==> src/hdl/bqfi_pkg.sv <==
`default_nettype none
package bqfi_pkg;
  localparam int CAPACITY_DEF   = 64;
  localparam int COORD_BITS_DEF = 16;

  typedef enum logic [1:0] {
    OP_INSERT = 2'd0,
    OP_REMOVE = 2'd1,
    OP_QUERY  = 2'd2,
    OP_SETBOX = 2'd3
  } opcode_t;

  typedef enum logic [2:0] {
    ST_DONE      = 3'd0,
    ST_FULL      = 3'd1,
    ST_NOT_FOUND = 3'd2,
    ST_MATCH     = 3'd3,
    ST_NO_MATCH  = 3'd4
  } status_t;

  // one queued command between front and back
  typedef struct packed {
    opcode_t     opcode;
    logic [15:0] entry_id;
    logic [15:0] x_min;
    logic [15:0] y_min;
    logic [15:0] x_max;
    logic [15:0] y_max;
  } cmd_t;
endpackage
`default_nettype wire

==> src/hdl/bqfi_if.sv <==
`default_nettype none
interface bqfi_in_if;
  import bqfi_pkg::*;
  logic        valid;
  logic        ready;
  logic [1:0]  opcode;
  logic [15:0] entry_id;
  logic signed [15:0] box_x_min;
  logic signed [15:0] box_y_min;
  logic signed [15:0] box_x_max;
  logic signed [15:0] box_y_max;
  modport source (output valid, opcode, entry_id, box_x_min, box_y_min, box_x_max,
                  box_y_max, input ready);
  modport sink (input valid, opcode, entry_id, box_x_min, box_y_min, box_x_max,
                box_y_max, output ready);
endinterface

`default_nettype wire

==> src/hdl/bqfi_front.sv <==
`default_nettype none
// Front: registers commands from the input channel into a two-entry queue.
module bqfi_front import bqfi_pkg::*; (
  input  wire logic clk,
  input  wire logic rst_n,
  bqfi_in_if.sink   in_ch,
  output logic      q_valid,
  output cmd_t      q_cmd,
  input  wire logic q_pop
);
  cmd_t       buf_r [2];
  logic       wp_r, rp_r;
  logic [1:0] cnt_r;
  logic       push;
  cmd_t       c;

  assign in_ch.ready = (cnt_r != 2'd2);
  assign push    = in_ch.valid && in_ch.ready;
  assign q_valid = (cnt_r != 2'd0);
  assign q_cmd   = buf_r[rp_r];

  always_comb begin
    c.opcode   = opcode_t'(in_ch.opcode);
    c.entry_id = in_ch.entry_id;
    c.x_min    = in_ch.box_x_min;
    c.y_min    = in_ch.box_y_min;
    c.x_max    = in_ch.box_x_max;
    c.y_max    = in_ch.box_y_max;
  end

  always_ff @(posedge clk) begin
    if (push) buf_r[wp_r] <= c;
    if (!rst_n) begin
      wp_r <= 1'b0; rp_r <= 1'b0; cnt_r <= 2'd0;
    end else begin
      if (push) wp_r <= ~wp_r;
      if (q_pop) rp_r <= ~rp_r;
      cnt_r <= cnt_r + {1'b0, push} - {1'b0, q_pop};
    end
  end

  a_no_overflow: assert property (@(posedge clk) disable iff (!rst_n)
    cnt_r == 2'd2 |-> !push) else $error("queue overflow");
  a_pop_nonempty: assert property (@(posedge clk) disable iff (!rst_n)
    q_pop |-> q_valid) else $error("pop from empty queue");
  a_cnt_range: assert property (@(posedge clk) disable iff (!rst_n)
    cnt_r != 2'd3) else $error("queue count out of range");
endmodule
`default_nettype wire

==> src/flat_wrapper.sv <==
// flat-port wrapper written by rule: the top's interface ports become plain ports
module bqfi_front_flat import bqfi_pkg::*;
  (clk, rst_n, q_valid, q_cmd, q_pop, in_ch_valid, in_ch_opcode, in_ch_entry_id, in_ch_box_x_min, in_ch_box_y_min, in_ch_box_x_max, in_ch_box_y_max, in_ch_ready);
  bqfi_in_if in_ch_i ();
  input  wire logic clk;
  input  wire logic rst_n;
  output logic q_valid;
  output cmd_t q_cmd;
  input  wire logic q_pop;
  input wire logic [$bits(in_ch_i.valid)-1:0] in_ch_valid;
  input wire logic [$bits(in_ch_i.opcode)-1:0] in_ch_opcode;
  input wire logic [$bits(in_ch_i.entry_id)-1:0] in_ch_entry_id;
  input wire logic [$bits(in_ch_i.box_x_min)-1:0] in_ch_box_x_min;
  input wire logic [$bits(in_ch_i.box_y_min)-1:0] in_ch_box_y_min;
  input wire logic [$bits(in_ch_i.box_x_max)-1:0] in_ch_box_x_max;
  input wire logic [$bits(in_ch_i.box_y_max)-1:0] in_ch_box_y_max;
  output wire logic [$bits(in_ch_i.ready)-1:0] in_ch_ready;
  assign in_ch_i.valid = in_ch_valid;
  assign in_ch_i.opcode = in_ch_opcode;
  assign in_ch_i.entry_id = in_ch_entry_id;
  assign in_ch_i.box_x_min = in_ch_box_x_min;
  assign in_ch_i.box_y_min = in_ch_box_y_min;
  assign in_ch_i.box_x_max = in_ch_box_x_max;
  assign in_ch_i.box_y_max = in_ch_box_y_max;
  assign in_ch_ready = in_ch_i.ready;
  bqfi_front u_core (.clk(clk), .rst_n(rst_n), .in_ch(in_ch_i), .q_valid(q_valid), .q_cmd(q_cmd), .q_pop(q_pop));
endmodule
==> config.mk <==
export PLATFORM = sky130hd
export DESIGN_NAME = bqfi_front_flat
export DESIGN_NICKNAME = d
export VERILOG_FILES = /design/src/hdl/bqfi_pkg.sv /design/src/hdl/bqfi_if.sv /design/src/hdl/bqfi_front.sv /design/src/flat_wrapper.sv
export SDC_FILE = /design/constraint.sdc
export NUM_CORES = 1
export LEC_CHECK = 0
export ABC_AREA = 1
export BUFFER_PORTS_ARGS = -buffer_cell sky130_fd_sc_hd__buf_2
export CORE_ASPECT_RATIO = 1.4
export CORE_MARGIN = 5
export CORE_UTILIZATION = 57
export CTS_CLUSTER_SIZE = 30
export DETAILED_ROUTE_END_ITERATION = 10
export PLACE_DENSITY = 0.85
export SETUP_SLACK_MARGIN = 0.15
export SYNTH_ARGS = -nofsm -noshare
export SYNTH_HDL_FRONTEND = slang
export SYNTH_SLANG_ARGS = --single-unit
==> constraint.sdc <==
create_clock -name clk -period 10.6 [get_ports clk]
set_input_delay 0 -clock clk [delete_from_list [all_inputs] [get_ports clk]]
set_output_delay 0 -clock clk [all_outputs]
set_load 0.02 [all_outputs]
==> results.json, run 1 <==
{
  "crit_path_start_kind": "register",
  "whs_ns": 0.311,
  "area_growth_pct": 35.1,
  "crit_family": "buffers and inverters",
  "rsz0062_at_grt": "no",
  "synthXorXnorAreaFrac_pct": 0.134,
  "cts_tree": "done",
  "finalNetCount": 641,
  "regArea_mm2": 0.00503,
  "clock_latency_ns": 0.41,
  "grt_pass1_vias": 4007,
  "synth_compound_area_share_pct": 0.0766,
  "crit_buf_inv": 2,
  "slew_headroom_pct": 26.4,
  "hold_start": "in_ch_box_y_max[9]",
  "max-clock-path-buffers": 2,
  "setup_viol": 0,
  "viasPerCell": 4.99,
  "irDropWorstVdd_v": 0.000190,
  "post_drt_wl_per_cell_um": 19.1,
  "crit_required_ns": 10.60,
  "clockRootBuffer": "clkbuf_16",
  "syn_inst": 286,
  "ant_nets": 0,
  "dieHeight_um": 137,
  "syn_area_per_cell_um2": 22.9,
  "synth_top_family_by_area": "multiplexers",
  "ys_ff_latch": 169,
  "ys_seq_area_share_pct": 76.9,
  "routed_wl_um": 13600,
  "fillers": 639,
  "cts_buffers": 17,
  "drive_above_1_share_pct": 50.1,
  "reg2reg_from": "u_core.cnt_r[0]",
  "die_x_um": 101,
  "io_buffers": 169,
  "crit_fanout": 49,
  "synth-simple-area-share_pct": 1.15,
  "worstMarginPinSlew_ns": 1.10,
  "grt_usage_pct": 20.0,
  "syn_nets": 373,
  "fmax_mhz": 392,
  "path_class": "reg2out",
  "finalHoldViolations": 0,
  "grt_pass1_wl_um": 20200,
  "p_leak_nw": 3.55,
  "htreeDepth": 4,
  "period_needed_ns": 2.55,
  "clkSinkCount": 169,
  "cp_cell_sequence": "buf_4, mux2_4, buf_2",
  "yosys_warnings": 0,
  "dieArea_mm2": 0.0137,
  "maxSlewViolCount": 0,
  "synthAdderAreaFrac_pct": 0.191,
  "multi_input_area_mm2": 0.00133,
  "num_rows": 46,
  "clk_pin_slew_ns": 0.06,
  "clock_skew_ns": 0.00806,
  "endpoint_kind": "output port",
  "total_power_mw": 1.65,
  "cap_violations": 0,
  "synth.cell_area_mm2": 0.00654,
  "gr-total-overflow": 0,
  "finalSetupTns_ns": 0,
  "core_region_area_mm2": 0.0113,
  "max_stage_delay_ns": 0.82,
  "worst-endpoint-arrival_ns": 2.55,
  "fin_crit_sh_pct": 24.1,
  "grt_max_degree": 83,
  "status": "complete, no violations",
  "hp-class": "in2reg",
  "initial_utilization_pct": 57.9,
  "dpl.hpwl_um": 8140,
  "antenna_found_initial": 1,
  "yosys.cell_types.count": 14,
  "place_congestion": 0.726,
  "dr.pass1.iters": 6,
  "route.detailed.drc": 0,
  "num_io_pins": 170,
  "vias": 3559,
  "drt_iter0_markers": 174,
  "crit_slowest_cell": "buf_4",
  "synth.area.mux_share_pct": 18.7,
  "power_density_mw_per_mm2": 187
}
-- area by class of cell --
| class | instances | area share [%] |
|---|---|---|
| inverter | 4 | 0.184 |
| antenna | 2 | 0.0567 |
| tap | 144 | 2.04 |
| clock buffer | 19 | 4.90 |
| clock inverter | 13 | 1.18 |
| multi-input combinational | 104 | 15.1 |
| sequential | 169 | 57.0 |
| timing repair buffer | 258 | 19.6 |
-- sequential cells by signal, summed over array words and instances (netlist names), named ones only --
signal,cells
u_core.buf_r,164
u_core.cnt_r,2
u_core.rp_r,1
u_core.wp_r,1
-- cell usage after synthesis --
cell        n  area share (%)
nor2_1      8            0.46
mux2_2      2            0.34
nand2_1     9            0.52
buf_12      8             2.5
dfxtp_1     5             1.5
nand3_1     1           0.076
xnor2_1     1            0.13
ha_1        1            0.19
inv_1       4            0.23
a21oi_1     1           0.076
buf_6       1            0.17
edfxtp_1  164              75
or2_2       1           0.096
mux2_4     80              18
-- logic make-up (layout without fill, tap and decap cells) --
group,count (synthesis),count (layout)
compound gates,1,1
xor+xnor,1,1
fa+ha+maj,1,1
buf+inv,13,294
flops,169,169
mux,82,82
other cells,0,2
simple gates,19,19
-- cells in the final DEF, fill, tap and decap left out --
cell type	n
dlygate4sd3_1	86
inv_1	3
nand3_1	1
mux2_4	80
clkinv_2	3
xnor2_1	1
clkinvlp_4	3
clkinv_1	4
or2_2	1
edfxtp_1	164
buf_4	3
a21oi_1	1
mux2_2	2
buf_2	169
ha_1	1
dfxtp_4	1
bufinv_16	1
clkbuf_1	2
clkbuf_16	17
nor2_1	7
diode_2	2
nor2_4	1
nand2_1	9
inv_6	2
dfxtp_1	4
clkinv_4	1
-- path summary, 6_finish.rpt --
kind | endpoint | slack (ns) | cells past startpoint
max | q_cmd[76] | 8.05 | 3
min | u_core.buf_r[1][9] | 0.31 | 2
max reg2reg | u_core.buf_r[1][81] | 8.49 | 7
min reg2reg | u_core.wp_r | 0.54 | 2
-- power breakdown --
group          internal (mW)  switching [mW]
Clock                  0.321           0.238
Combinational          0.123           0.143
Sequential             0.804          0.0216
-- stage by stage --
step / worst slack (ns) / util [%] / instances / cell area (um2)
5_1_grt: 7.94 / 78.2 / 712 / 8830
3_3_place_gp: 8.48 / 65.8 / 593 / 7430
4_1_cts: 7.99 / 78.2 / 711 / 8820
6_report: 8.05 / 78.3 / 713 / 8830
3_5_place_dp: 8.45 / 65.8 / 593 / 7430
2_1_floorplan: 5.99 / - / 286 / 6540
-- worst register-to-register path, delay by kind of cell, from the launching register on --
| family | cells | cell delay, ns |
|---|---|---|
| buffers and inverters | 4 | 0.99 |
| flip-flops | 1 | 0.32 |
| AND/OR/NAND/NOR | 3 | 0.32 |
-- per-layer routing --
layer  part of all wire (%)  track usage (%)
met3                    4.8             4.74
met1                     34             20.1
met2                     58             37.6
met4                    3.2             10.6
met5                      0                0
-- timing repair --
item,4_1_cts,5_1_grt
gates resized for setup,0,0
hold buffers,86,0
hold endpoints to repair,169,0
buffers inserted,0,0
Power figures use the tool's default switching activity.
==> inputs of run 2 (changes only) <==
- CORE_UTILIZATION: 57 -> 52
- PLACE_DENSITY: 0.85 -> 0.79
- clock period: 10.6 -> 2.45 ns (I/O delays scaled with it)
==> run 2 against run 1 <==
Net effect: total power rose to 4.5 times the previous value; setup slack got worse by 7.5 ns; combinational power rose to 4.4 times the previous value; critical path depth did not move; via count fell by 1.1%; final cell count rose by 0.84%; clock power rose to 4.8 times the previous value; clock skew barely moved; global-route usage fell by 2.1 points; register-to-register slack got worse by 7.7 ns.
==> results.json, run 2 (same netlist as run 1, synthesis figures left out) <==
{
  "dp_cells": 601,
  "clockRootBuffer": "clkbuf_16",
  "final_util_pct": 73.0,
  "worst_slack_ns": 0.530,
  "gr-total-overflow": 0,
  "route.detailed.drc": 0,
  "place_congestion": 0.749,
  "grt_usage_pct": 17.9,
  "finalHoldViolations": 0,
  "dpl_cell_area_mm2": 0.00752,
  "crit_path_start_kind": "register",
  "power_density_mw_per_mm2": 829,
  "power_frac_comb_pct": 15.8,
  "endpoint_kind": "output port",
  "most-common-layout-cells": "buf_2 (169), edfxtp_1 (164), dlygate4sd3_1 (86), mux2_4 (80), clkbuf_16 (17)",
  "pwr-share-clk_pct": 36.4,
  "viasPerCell": 4.90,
  "drt_iter0_markers": 167,
  "cts_setup_buffers": 0,
  "num_rows": 48,
  "maxSlewViolCount": 0,
  "routed_wl_um": 13000,
  "p_leak_nw": 3.62,
  "die_x_um": 105,
  "htreeDepth": 4,
  "rsz0062_at_grt": "no",
  "stdcell_area_mm2": 0.00899,
  "antenna_found_initial": 0,
  "clock_latency_ns": 0.41,
  "hp-class": "in2reg",
  "crit_required_ns": 2.45,
  "num_io_pins": 170,
  "grt_pass1_vias": 3948,
  "final_common_cell": "buf_2",
  "grt_max_degree": 83,
  "seq_power_share_pct": 47.8,
  "io_buffers": 169,
  "total_power_mw": 7.45,
  "area_growth_pct": 37.5,
  "path_class": "reg2out",
  "clkSinkCount": 169,
  "dieArea_mm2": 0.0149,
  "drive_above_1_share_pct": 51.1,
  "whs_ns": 0.302,
  "finalSetupTns_ns": 0,
  "post-place-ws_ns": 0.853,
  "dpl.hpwl_um": 7850,
  "finalNetCount": 643,
  "fin_crit_sh_pct": 78.3,
  "top_regs": "u_core.buf_r (164), u_core.cnt_r (2)",
  "cts-resized-gates": 0,
  "clock_skew_ns": 0.00842,
  "setup_viol": 0,
  "grt_pass1_wl_um": 20400,
  "status": "complete, no violations",
  "core_region_area_mm2": 0.0123,
  "worstMarginPinSlew_ns": 0.513,
  "clk_pin_slew_ns": 0.06,
  "fin_cells": 719,
  "irDropWorstVdd_v": 0.000580,
  "post_drt_wl_per_cell_um": 18.0,
  "initial_utilization_pct": 53.1,
  "period_needed_ns": 1.92,
  "internal-power_mw": 5.72,
  "dieHeight_um": 143,
  "hold_buffers": 86,
  "largest_reg_flops": 164,
  "vias": 3521,
  "cap_violations": 0,
  "top_register": "u_core.buf_r",
  "slew_headroom_pct": 65.8,
  "cts_buffers": 17,
  "fmax_mhz": 521,
  "dr.pass1.iters": 4,
  "p_sw_mw": 1.74,
  "ant_nets": 0,
  "cts_tree": "done",
  "p_sw_share_pct": 23.3,
  "max-clock-path-buffers": 2,
  "worst-endpoint-arrival_ns": 1.92,
  "crit_fanout": 26
}
==> run 2: cell count changes in the layout (fill, tap and decap cells not counted), sizes merged <==
cell / delta
clkinv: -2
bufinv: +3
buf: +2
diode: -1
inv: -1
clkbuf: -1
==> run 2: worst max-delay path, stage by stage (launching register included) <==
cell and delay, ns:
dfxtp_4 0.67, buf_4 0.35, mux2_4 0.33, buf_2 0.16
==> run 2: final cells by class <==
type	instances	area, um2
Timing Repair Buffer	260	1790
Clock inverter	13	178
Inverter	4	18.8
Clock buffer	18	429
Tap cell	150	188
Fill cell	707	3320
Antenna cell	1	2.50
Sequential cell	169	5030
Multi-Input combinational cell	104	1350
==> run 2: worst paths after layout <==
path                       startpoint                  end  slack [ns]  cells past startpoint
hold / removal    in_ch_box_x_min[11]  u_core.buf_r[0][59]        0.30                      2
setup reg to reg      u_core.cnt_r[0]  u_core.buf_r[1][61]        0.82                      7
setup / recovery             register            q_cmd[57]        0.53                      3
hold reg to reg           u_core.rp_r          u_core.rp_r        0.51                      2
==> run 2: routing by layer <==
metal / GRT usage (%) / wire length [um] / up-vias
li1: - / - / 1657
met1: 18.4 / 4490 / 1738
met2: 33.6 / 7480 / 106
met3: 4.84 / 719 / 20
met4: 8.35 / 274 / 0
met5: 0 / 0 / -
==> run 2: power by group through the flow <==
stage	logic, mW	registers (mW)	clock network (mW)
floorplan	0.758	3.59	0
global placement	1.05	3.61	0
detailed placement	1.07	3.62	0
CTS	1.18	3.56	2.76
global route	1.25	3.59	2.90
finish	1.18	3.56	2.71
==> inputs of run 3 (changes only) <==
- CORE_UTILIZATION: 52 -> 47
- PLACE_DENSITY: 0.79 -> 0.75
- clock period: 2.45 -> 1.7 ns (I/O delays scaled with it)
==> run 3 against run 2 <==
Net effect: setup slack got worse by 0.39 ns; combinational power is 75% higher; highest routed layer unchanged; register-to-register slack got worse by 0.54 ns; hold slack better by 0.017 ns; routed wire length increased by 11%; cell area up 6.1%; total power rose by 44%; critical path depth up 1; final cell count is 6.3% higher; critical endpoint is now q_cmd[48]; die area up 9.7%; clock skew is 0.0018 ns higher; clock power grew 31%.
==> results.json, run 3 (same netlist as run 1, synthesis figures left out) <==
{
  "ant_nets": 0,
  "fin_crit_sh_pct": 91.6,
  "clk_pin_slew_ns": 0.06,
  "stdcell_area_mm2": 0.00954,
  "fillers": 879,
  "max_stage_delay_ns": 0.36,
  "vias": 3578,
  "maxSlewViolCount": 0,
  "htreeDepth": 4,
  "rsz0062_at_grt": "yes",
  "largest_reg_flops": 164,
  "worst_slack_ns": 0.143,
  "dieHeight_um": 150,
  "dpl.hpwl_um": 8350,
  "clock_latency_ns": 0.41,
  "finalNetCount": 657,
  "slew_headroom_pct": 85.6,
  "worstMarginPinSlew_ns": 0.215,
  "clkSinkCount": 169,
  "wl_met3_um": 631,
  "drive_above_1_share_pct": 52.5,
  "dieArea_mm2": 0.0164,
  "endpoint_kind": "output port",
  "r2r_slack_ns": 0.28,
  "reg2reg_depth": 8,
  "final_common_cell": "edfxtp_1",
  "power_frac_comb_pct": 19.3,
  "top_layer": "met4",
  "p_leak_nw": 3.81,
  "initial_utilization_pct": 47.4,
  "io_buffers": 169,
  "p_sw_mw": 2.54,
  "path_class": "reg2out",
  "min_path_cells": 2,
  "p_sw_share_pct": 23.7,
  "pwr-share-clk_pct": 33.0,
  "regArea_mm2": 0.00503,
  "multi_input_area_mm2": 0.00135,
  "num_rows": 51,
  "min_to": "u_core.buf_r[1][15]",
  "top_register": "u_core.buf_r",
  "num_io_pins": 170,
  "clockRootBuffer": "clkbuf_16",
  "fmax_mhz": 642,
  "crit_fanout": 7,
  "wl_met1_um": 5180,
  "drt_iter0_markers": 136,
  "place_congestion": 0.727,
  "reg2reg_to": "u_core.wp_r",
  "crit_path_start_kind": "register",
  "grt_usage_pct": 16.4,
  "post-place-ws_ns": 0.325,
  "hp-class": "in2reg",
  "irDropWorstVdd_v": 0.000718,
  "routed_wl_um": 14300,
  "seq_power_share_pct": 47.7,
  "diodes": 0,
  "clock_skew_ns": 0.0102,
  "most-common-layout-cells": "edfxtp_1 (164), buf_2 (126), dlygate4sd3_1 (86), mux2_4 (80), buf_6 (46)",
  "viasPerCell": 4.68,
  "cts_buffers": 17,
  "dr_wl_met2_um": 8150,
  "dpl_cell_area_mm2": 0.00766,
  "status": "complete, no violations",
  "finalHoldViolations": 0,
  "core_region_area_mm2": 0.0138,
  "grt_max_degree": 34,
  "internal-power_mw": 8.18,
  "area_growth_pct": 45.9,
  "whs_ns": 0.319,
  "worst-endpoint-arrival_ns": 1.56,
  "die_x_um": 110,
  "cts_tree": "done",
  "cp_cell_sequence": "buf_12, clkbuf_16, mux2_4, buf_6",
  "power_density_mw_per_mm2": 1120,
  "grt_pass1_vias": 3897,
  "hold_start": "in_ch_box_y_max[15]",
  "period_needed_ns": 1.56,
  "antenna_found_initial": 0,
  "top_regs": "u_core.buf_r (164), u_core.cnt_r (2)",
  "max-clock-path-buffers": 2,
  "crit_slowest_cell": "dfxtp_4",
  "cap_violations": 0,
  "route.detailed.drc": 0,
  "gr-total-overflow": 0,
  "grt_pass1_wl_um": 19800,
  "reg2reg_from": "u_core.cnt_r[0]",
  "dr.pass1.iters": 4,
  "setup_viol": 0,
  "crit_required_ns": 1.70,
  "post_drt_wl_per_cell_um": 18.8
}
-- run 3: changes by cell type in the layout (fill, tap and decap cells not counted), sizes merged --
cell | before | now
bufinv | 4 | 2
diode | 1 | 0
clkbuf | 18 | 23
buf | 174 | 183
clkinvlp | 3 | 2
-- run 3: worst max-delay path by stage --
stage / startpoint / end / slack, ns / cells past startpoint
finish: register / q_cmd[48] / 0.14 / 4
global route: register / q_cmd[70] / 0.10 / 4
CTS: register / q_cmd[39] / 0.09 / 3
detailed placement: u_core.cnt_r[0] / u_core.buf_r[1][75] / 0.32 / 7
global placement: u_core.cnt_r[0] / u_core.buf_r[1][78] / 0.37 / 7
floorplan: u_core.cnt_r[0] / u_core.buf_r[1][0] / -0.53 / 6
-- run 3: final cells by class --
class | instances | share of cell area, %
clock inverter | 10 | 1.12
clock buffer | 18 | 4.50
multi-input combinational | 104 | 14.2
tap | 185 | 2.43
sequential | 169 | 52.7
timing repair buffer | 274 | 24.9
inverter | 4 | 0.197
-- run 3: stage by stage --
| step | TNS (ns) | cells | power [mW] | util, % |
|---|---|---|---|---|
| final | 0 | 764 | 10.7 | 69.2 |
| after global routing | 0 | 764 | 11.1 | 69.2 |
| after CTS | 0 | 755 | 10.6 | 65.8 |
| after detailed placement | 0 | 640 | 6.84 | 55.5 |
| after global placement | 0 | 640 | 6.78 | 55.5 |
| after floorplan | -83.75 | 286 | 6.27 | - |
-- run 3: layer usage --
metal,vias up,global-route usage [%]
li1,1682,-
met1,1766,17.0
met2,108,30.2
met3,22,4.19
met4,0,7.99
met5,-,0
-- run 3: worst max-delay path, delay by kind of cell (launching register included) --
kind                   cells  cell delay (ns)
buffers and inverters      3             0.48
DFF                        1             0.36
muxes                      1             0.31
-- run 3: power groups by stage --
stage / registers [mW] / clock network (mW) / logic [mW]
CTS: 5.11 / 3.64 / 1.81
global placement: 5.18 / 0 / 1.60
finish: 5.11 / 3.54 / 2.07
global route: 5.14 / 3.83 / 2.18
detailed placement: 5.20 / 0 / 1.63
floorplan: 5.17 / 0 / 1.09
-- run 3: what timing repair did --
| action | in CTS | in global routing |
|---|---|---|
| cloned | 0 | 7 |
| endpoints found under the setup margin | 73 | 77 |
| hold endpoints to repair | 169 | 0 |
| gates resized for setup | 1 | 97 |
| buffers inserted | 1 | 2 |
| hold buffers | 86 | 0 |
| pin swaps | 0 | 0 |
